<file path="src/rtl/md4c_pkg.sv">
// md4c_pkg: shared types, constants and schedule functions for the md4 compression core
// no dependencies; imported by every module of the block
`default_nettype none

package md4c_pkg;

    localparam logic [31:0] IV_A = 32'h6745_2301;
    localparam logic [31:0] IV_B = 32'hefcd_ab89;
    localparam logic [31:0] IV_C = 32'h98ba_dcfe;
    localparam logic [31:0] IV_D = 32'h1032_5476;

    localparam logic [31:0] K_ROUND1 = 32'h0000_0000;
    localparam logic [31:0] K_ROUND2 = 32'h5a82_7999;
    localparam logic [31:0] K_ROUND3 = 32'h6ed9_eba1;

    localparam int unsigned WORDS_PER_BLOCK = 16;
    localparam int unsigned STEPS_PER_BLOCK = 48;

    localparam logic [1:0] ROUND_F = 2'd0;
    localparam logic [1:0] ROUND_G = 2'd1;
    localparam logic [1:0] ROUND_H = 2'd2;

    typedef logic [$clog2(WORDS_PER_BLOCK)-1:0] word_idx_t;
    typedef logic [$clog2(STEPS_PER_BLOCK)-1:0] step_idx_t;

    typedef struct packed {
        logic [31:0] message_word;
        logic        restart;
    } msg_word_t;

    typedef struct packed {
        logic [31:0] hash_a;
        logic [31:0] hash_b;
        logic [31:0] hash_c;
        logic [31:0] hash_d;
    } hash_word_t;

    typedef struct packed {
        logic [1:0] round;
        logic [4:0] shamt;
        logic [31:0] k;
    } step_ctl_t;

    typedef enum logic [1:0] {
        ST_LOAD,
        ST_PREP,
        ST_ROUND,
        ST_FINAL
    } state_t;

    function automatic word_idx_t word_sel(input step_idx_t step);
        word_idx_t j;
        word_idx_t sel;
        j = step[3:0];
        case (step[5:4])
            ROUND_G: sel = {j[1:0], j[3:2]};
            ROUND_H: sel = {j[0], j[1], j[2], j[3]};
            default: sel = j;
        endcase
        return sel;
    endfunction

    function automatic logic [4:0] rot_amt(input logic [1:0] round, input logic [1:0] pos);
        logic [4:0] s;
        case ({round, pos})
            {ROUND_F, 2'd0}: s = 5'd3;
            {ROUND_F, 2'd1}: s = 5'd7;
            {ROUND_F, 2'd2}: s = 5'd11;
            {ROUND_F, 2'd3}: s = 5'd19;
            {ROUND_G, 2'd0}: s = 5'd3;
            {ROUND_G, 2'd1}: s = 5'd5;
            {ROUND_G, 2'd2}: s = 5'd9;
            {ROUND_G, 2'd3}: s = 5'd13;
            {ROUND_H, 2'd0}: s = 5'd3;
            {ROUND_H, 2'd1}: s = 5'd9;
            {ROUND_H, 2'd2}: s = 5'd11;
            {ROUND_H, 2'd3}: s = 5'd15;
            default:         s = 5'd3;
        endcase
        return s;
    endfunction

    function automatic logic [31:0] round_add(input logic [1:0] round);
        logic [31:0] k;
        case (round)
            ROUND_G: k = K_ROUND2;
            ROUND_H: k = K_ROUND3;
            default: k = K_ROUND1;
        endcase
        return k;
    endfunction

endpackage

`default_nettype wire

</file>
<file path="src/rtl/md4c_step.sv">
// md4c_step: one md4 step, a = rotl(a + f(b,c,d) + x + k, s)
// depends on md4c_pkg for the step control struct and round codes
`default_nettype none

module md4c_step
    import md4c_pkg::*;
(
    input  wire step_ctl_t   ctl,
    input  wire logic [31:0] a,
    input  wire logic [31:0] b,
    input  wire logic [31:0] c,
    input  wire logic [31:0] d,
    input  wire logic [31:0] x,
    output logic [31:0]      result
);

    logic [31:0] mix;
    logic [31:0] sum;
    logic [5:0]  back;

    always_comb
    begin
        case (ctl.round)
            ROUND_F: mix = (b & c) | (~b & d);
            ROUND_G: mix = (b & c) | (b & d) | (c & d);
            default: mix = b ^ c ^ d;
        endcase
    end

    assign sum     = a + mix + x + ctl.k;
    assign back    = 6'd32 - {1'b0, ctl.shamt};
    // rotate left by shamt, shamt never zero
    assign result  = (sum << ctl.shamt) | (sum >> back);

endmodule

`default_nettype wire

</file>
<file path="src/rtl/md4_block_compression_core.sv">
// md4_block_compression_core: md4 block compression, one message word per handshake
// depends on md4c_pkg and md4c_step
//
//  channel | dir | handshake          | word
//  msg     | in  | msg_valid/msg_stall | msg_word_t  (message_word, restart)
//  hash    | out | hash_valid/hash_stall | hash_word_t (hash_a .. hash_d)
//
// words 0 to 14 of a block are taken one per cycle
// word 15 starts compression: a prep state, 48 steps on the shared step unit, then a final add
// msg_stall is high through the prep, step and final states of each 16-word block
// a hash still held at the final add keeps the core there and msg_stall high until it is taken
// reset loads the md4 initial chaining value and clears the word count
`default_nettype none

module md4_block_compression_core
    import md4c_pkg::*;
(
    input  wire logic       clk,
    input  wire logic       rst_n,
    input  wire logic       msg_valid,
    output logic            msg_stall,
    input  wire msg_word_t  msg,
    output logic            hash_valid,
    input  wire logic       hash_stall,
    output hash_word_t      hash
);

    state_t      state_reg, state_next;
    word_idx_t   word_count_reg, word_count_next;
    step_idx_t   step_reg, step_next;
    logic [31:0] chain_a_reg, chain_b_reg, chain_c_reg, chain_d_reg;
    logic [31:0] chain_a_next, chain_b_next, chain_c_next, chain_d_next;
    logic [31:0] a_reg, b_reg, c_reg, d_reg;
    logic [31:0] a_next, b_next, c_next, d_next;
    logic        hash_valid_reg, hash_valid_next;
    hash_word_t  hash_reg, hash_next;
    logic [31:0] rd_data_reg;
    logic [31:0] block_mem [WORDS_PER_BLOCK];

    logic        msg_accept;
    word_idx_t   wr_idx;
    word_idx_t   rd_addr;
    step_ctl_t   ctl;
    logic [31:0] step_result;

    assign msg_stall  = (state_reg != ST_LOAD);
    assign msg_accept = msg_valid && !msg_stall;
    assign wr_idx     = msg.restart ? '0 : word_count_reg;
    assign hash_valid = hash_valid_reg;
    assign hash       = hash_reg;

    assign ctl.round = step_reg[5:4];
    assign ctl.shamt = rot_amt(step_reg[5:4], step_reg[1:0]);
    assign ctl.k     = round_add(step_reg[5:4]);

    md4c_step u_step (
        .ctl    (ctl),
        .a      (a_reg),
        .b      (b_reg),
        .c      (c_reg),
        .d      (d_reg),
        .x      (rd_data_reg),
        .result (step_result)
    );

    always_comb
    begin
        state_next      = state_reg;
        word_count_next = word_count_reg;
        step_next       = step_reg;
        chain_a_next    = chain_a_reg;
        chain_b_next    = chain_b_reg;
        chain_c_next    = chain_c_reg;
        chain_d_next    = chain_d_reg;
        a_next          = a_reg;
        b_next          = b_reg;
        c_next          = c_reg;
        d_next          = d_reg;
        hash_next       = hash_reg;
        hash_valid_next = hash_valid_reg && hash_stall;
        rd_addr         = word_sel('0);

        case (state_reg)
            ST_LOAD:
            begin
                if (msg_accept)
                begin
                    if (msg.restart)
                    begin
                        chain_a_next = IV_A;
                        chain_b_next = IV_B;
                        chain_c_next = IV_C;
                        chain_d_next = IV_D;
                    end
                    word_count_next = wr_idx + 1'b1;
                    if (&wr_idx)
                    begin
                        state_next = ST_PREP;
                    end
                end
            end
            ST_PREP:
            begin
                rd_addr    = word_sel('0);
                a_next     = chain_a_reg;
                b_next     = chain_b_reg;
                c_next     = chain_c_reg;
                d_next     = chain_d_reg;
                step_next  = '0;
                state_next = ST_ROUND;
            end
            ST_ROUND:
            begin
                rd_addr   = word_sel(step_reg + 1'b1);
                a_next    = d_reg;
                b_next    = step_result;
                c_next    = b_reg;
                d_next    = c_reg;
                step_next = step_reg + 1'b1;
                if (step_reg == step_idx_t'(STEPS_PER_BLOCK - 1))
                begin
                    state_next = ST_FINAL;
                end
            end
            ST_FINAL:
            begin
                if (!hash_valid_reg || !hash_stall)
                begin
                    chain_a_next     = chain_a_reg + a_reg;
                    chain_b_next     = chain_b_reg + b_reg;
                    chain_c_next     = chain_c_reg + c_reg;
                    chain_d_next     = chain_d_reg + d_reg;
                    hash_next.hash_a = chain_a_next;
                    hash_next.hash_b = chain_b_next;
                    hash_next.hash_c = chain_c_next;
                    hash_next.hash_d = chain_d_next;
                    hash_valid_next  = 1'b1;
                    state_next       = ST_LOAD;
                end
            end
            default:
            begin
                state_next = ST_LOAD;
            end
        endcase
    end

    always_ff @(posedge clk or negedge rst_n)
    begin
        if (!rst_n)
        begin
            state_reg      <= ST_LOAD;
            word_count_reg <= '0;
            step_reg       <= '0;
            chain_a_reg    <= IV_A;
            chain_b_reg    <= IV_B;
            chain_c_reg    <= IV_C;
            chain_d_reg    <= IV_D;
            hash_valid_reg <= 1'b0;
        end
        else
        begin
            state_reg      <= state_next;
            word_count_reg <= word_count_next;
            step_reg       <= step_next;
            chain_a_reg    <= chain_a_next;
            chain_b_reg    <= chain_b_next;
            chain_c_reg    <= chain_c_next;
            chain_d_reg    <= chain_d_next;
            hash_valid_reg <= hash_valid_next;
        end
    end

    always_ff @(posedge clk)
    begin
        a_reg    <= a_next;
        b_reg    <= b_next;
        c_reg    <= c_next;
        d_reg    <= d_next;
        hash_reg <= hash_next;
    end

    // block word buffer, one write and one registered read per cycle
    always_ff @(posedge clk)
    begin
        if (msg_accept)
        begin
            block_mem[wr_idx] <= msg.message_word;
        end
        rd_data_reg <= block_mem[rd_addr];
    end

endmodule

`default_nettype wire

</file>
<file path="config.mk">
export PLATFORM = sky130hd
export DESIGN_NAME = md4_block_compression_core
export DESIGN_NICKNAME = d
export VERILOG_FILES = /design/src/rtl/md4c_pkg.sv /design/src/rtl/md4c_step.sv /design/src/rtl/md4_block_compression_core.sv
export SDC_FILE = /design/constraint.sdc
export NUM_CORES = 2
export LEC_CHECK = 0
export BUFFER_PORTS_ARGS = -buffer_cell sky130_fd_sc_hd__buf_2
export CORE_ASPECT_RATIO = 0.8
export CORE_MARGIN = 10
export CORE_UTILIZATION = 50
export DETAILED_ROUTE_END_ITERATION = 6
export HOLD_SLACK_MARGIN = 0.02
export PLACE_DENSITY = 0.76
export SYNTH_ARGS = -nofsm -noshare
export SYNTH_HDL_FRONTEND = slang
export SYNTH_HIERARCHICAL = 1
export SYNTH_SLANG_ARGS = --single-unit
</file>
<file path="constraint.sdc">
create_clock -name clk -period 16.4 [get_ports clk]
set_input_delay 0.82 -clock clk [delete_from_list [all_inputs] [get_ports clk]]
set_output_delay 0.82 -clock clk [all_outputs]
set_load 0.01 [all_outputs]
</file>
==> flow_summary.yaml <==
worst_setup_path:
  rr_worst_depth: 20
  arrival_ns: 6.93
  path_depth: 20
  crit_slowest_cell: "xor2_1"
  reg2reg_slack_ns: 9.91
  cp_top_family: "adder cells"
  endpoint_kind: "flip-flop"
  crit_start: "step_reg[4]"
  crit_type: "reg2reg"
  required_ns: 16.84
  crit_top_cell: "inv_1"
  path_cells: "clkinv_1, ha_1, inv_1, fa_1, inv_1, fa_1, inv_1, ha_1, inv_1, fa_1, nor2b_1, o2111ai_2, a211o_2, o211a_1, xor2_1, o211ai_1, mux4_2, a222oi_1, o21ai_1, mux2_2"
  slowest_delay_ns: 0.63
  start_kind: "flip-flop"
  crit_path_end: "b_reg[2]"
  reg2reg_from: "step_reg[4]"
  cp_max_fo: 10
  reg2reg_to: "b_reg[2]"
  cp_num_buf_inv: 5
clocking:
  postCtsSetupBuffers: 0
  cts_resized: 0
  htreeDepth: 3
  clock-root-buffer: "clkbuf_16"
  clkTransAtPathRegs_ns: 0.06
  clk-insertion-delay-late_ns: 0.74
  clockBufferDepth: 3
  cts_tree: "yes"
  numCtsBuffers: 90
  cts.sinks: 941
  hold_buffers: 0
routing:
  drt-initial-drc-count: 4599
  wl_per_cell_um: 27.81
  antenna_left: 0
  drt_drc_violations_left: 0
  drt_first_pass_iters: 6
  vias: 35180
  vias_per_cell: 6.413
  drt_wl_total_um: 152600
min_path:
  hold_class: "in2async"
timing:
  maxSlewViolCount: 0
  slew_headroom_pct: 19.17
  min_period_ns: 6.494
  setup_tns_ns: 0
  fin_skew_ns: 0.06748
  finalCritPeriodShare_pct: 39.60
  rsz0062_at_grt: "no"
  finalHoldViolCount: 0
  worst_pin_slew_ns: 1.203
  fmax_ghz: 0.1540
  finalSetupViolations: 0
logic_synthesis:
  synthArstFlopShare_pct: 14.98
  ys_ff_latch: 941
  netlist_area_um2: 50640
  ys.flop_type: "edfxtp_1"
  yosys.cell_types.count: 110
  ys_seq_area_share_pct: 53.93
  avgSynthCellArea_um2: 12.77
  synth_cells: 3966
  synth_edf_count: 768
  ys_warn_count: 6
floorplanning:
  start_util_pct: 50.35
  num_io_pins: 167
  core_area_um2: 100600
  die_h_um: 304.7
  die_x_um: 375.8
  rows: 104
  dieArea_um2: 114500
global_routing:
  grt_pass1_wl_um: 226400
  grt_pass1_vias: 34470
  grt_max_degree: 87
  grt.overflow.total: 0
  grt_use_total_pct: 26.13
  antenna_found_initial: 14
final_layout:
  n_fill_cell: 7918
  nets: 4390
  seq_area_um2: 27310
  areaGrowthSynthToFinish_pct: 10.61
  drive_above_1_share_pct: 19.12
  largest_register_ffs: 512
  multiInputGateArea_um2: 21700
placement:
  io_buffers: 166
  dp_hpwl_um: 105300
  gp_congestion: 1.017
job:
  max-cap-violations: 0
outcome:
  status: "finished clean"
## routing by layer
layer | vias to the layer above | track usage [%] | routed length (µm)
met4 | 16 | 9.840 | 5919
met5 | - | 0 | 126
met1 | 17600 | 35.61 | 60920
met3 | 338 | 7.843 | 17930
li1 | 15230 | - | -
met2 | 2006 | 39.26 | 67660
## worst reg2reg max path, stage by stage, from the launching register on
cell	delay [ns]
dfrtp_2	0.36
clkinv_1	0.21
ha_1	0.38
inv_1	0.24
fa_1	0.48
inv_1	0.08
fa_1	0.42
inv_1	0.07
ha_1	0.16
inv_1	0.06
fa_1	0.53
nor2b_1	0.24
o2111ai_2	0.21
a211o_2	0.46
o211a_1	0.24
xor2_1	0.63
o211ai_1	0.23
mux4_2	0.52
a222oi_1	0.34
o21ai_1	0.10
mux2_2	0.27
## worst min-delay path by stage
stage / end / from / slack [ns]
after floorplan: chain_a_reg[0] / chain_a_reg[0] / 0.44
after global placement: chain_a_reg[0] / chain_a_reg[0] / 0.45
after detailed placement: chain_a_reg[0] / chain_a_reg[0] / 0.47
after CTS: chain_c_reg[30] / rst_n / 0.23
after global routing: chain_b_reg[21] / rst_n / 0.27
final: chain_b_reg[21] / rst_n / 0.22
## layout make-up
class,instances,share of cell area [%]
Sequential cell,941,48.76
Inverter,294,1.970
Multi-Input combinational cell,2539,38.74
Antenna cell,4,0.01787
Tap cell,1325,2.960
Timing Repair Buffer,216,2.165
Clock buffer,115,4.313
Clock inverter,52,1.068
## cell usage in the layout (no fill, tap or decap), types with 32 or more instances in the layout
master	synthesis	layout
mux2_2	135	135
a211oi_1	81	81
nand3_1	59	59
nor2_1	220	199
nor3_1	43	42
dfstp_2	64	64
dfxtp_1	32	32
buf_2	23	165
clkbuf_16	0	90
o21ai_0	155	154
a22o_1	56	56
mux4_2	155	155
o211ai_1	33	33
a21oi_1	197	195
a21o_1	71	71
fa_1	98	98
a22oi_1	71	71
nand2_1	298	296
dfrtp_1	77	75
ha_1	173	171
xnor2_1	105	103
inv_1	291	291
o22a_1	53	53
buf_4	6	50
edfxtp_1	768	768
mux2i_1	43	43
xor2_1	56	55
## synthesized netlist by cell type, drive strengths merged, types with 9 or more instances
master	n	area, µm²
dfxtp	32	640.6
dfrtp	77	1927
edfxtp	768	23060
and2	17	106.4
mux4	155	3491
a31oi	27	196.4
o21ai	183	919.6
a21o	71	533.0
xor2	56	490.5
nand2b	24	150.1
o221ai	9	78.83
a21boi	9	86.33
nor4	10	62.56
ha	173	2165
clkbuf	148	555.5
a211oi	84	653.1
and3	19	118.9
o21bai	20	150.1
nor2b	12	75.07
o31a	10	87.58
xnor2	105	919.6
nand2	298	1119
mux2i	44	452.9
o22a	53	464.2
o21a	21	158.9
o2111ai	9	85.08
o31ai	17	132.6
a21oi	203	1039
a22o	56	490.5
dfstp	64	1682
nor3	43	215.2
buf	51	250.2
nor2	220	825.8
fa	98	1962
inv	292	1096
o211ai	33	247.7
nand3	59	295.3
or2	9	56.30
or3	11	73.82
mux2	135	1520
o22ai	18	118.9
nand4	24	150.1
a22oi	72	545.5
## logic make-up (layout without fill, tap and decap cells)
group           count (synthesis)  count (layout)  share of synthesized area (%)
compound gates                998             998                          13.81
flops                         941             941                          53.93
simple gates                  766             766                          6.752
buf+inv                       493             677                          3.770
mux                           334             334                          10.79
fa+ha+maj                     271             271                          8.148
xor+xnor                      161             161                          2.784
other cells                     2              13                        0.01483
## through the flow
stage | cell area (µm²) | instances | util [%] | hold WS [ns] | setup slack [ns]
final | 56010 | 5486 | 55.69 | 0.2159 | 9.906
after global placement | 52990 | 5315 | 52.68 | 0.4525 | 10.22
after floorplan | 50670 | 3973 | - | 0.4430 | 8.523
after detailed placement | 52990 | 5315 | 52.68 | 0.4680 | 10.05
after global routing | 56010 | 5483 | 55.68 | 0.2686 | 9.613
after CTS | 56000 | 5482 | 55.68 | 0.2273 | 9.994
Power is left out: the tool's default activity adds up to more than one toggle a clock period on the data nets, which glitch-free logic cannot reach.
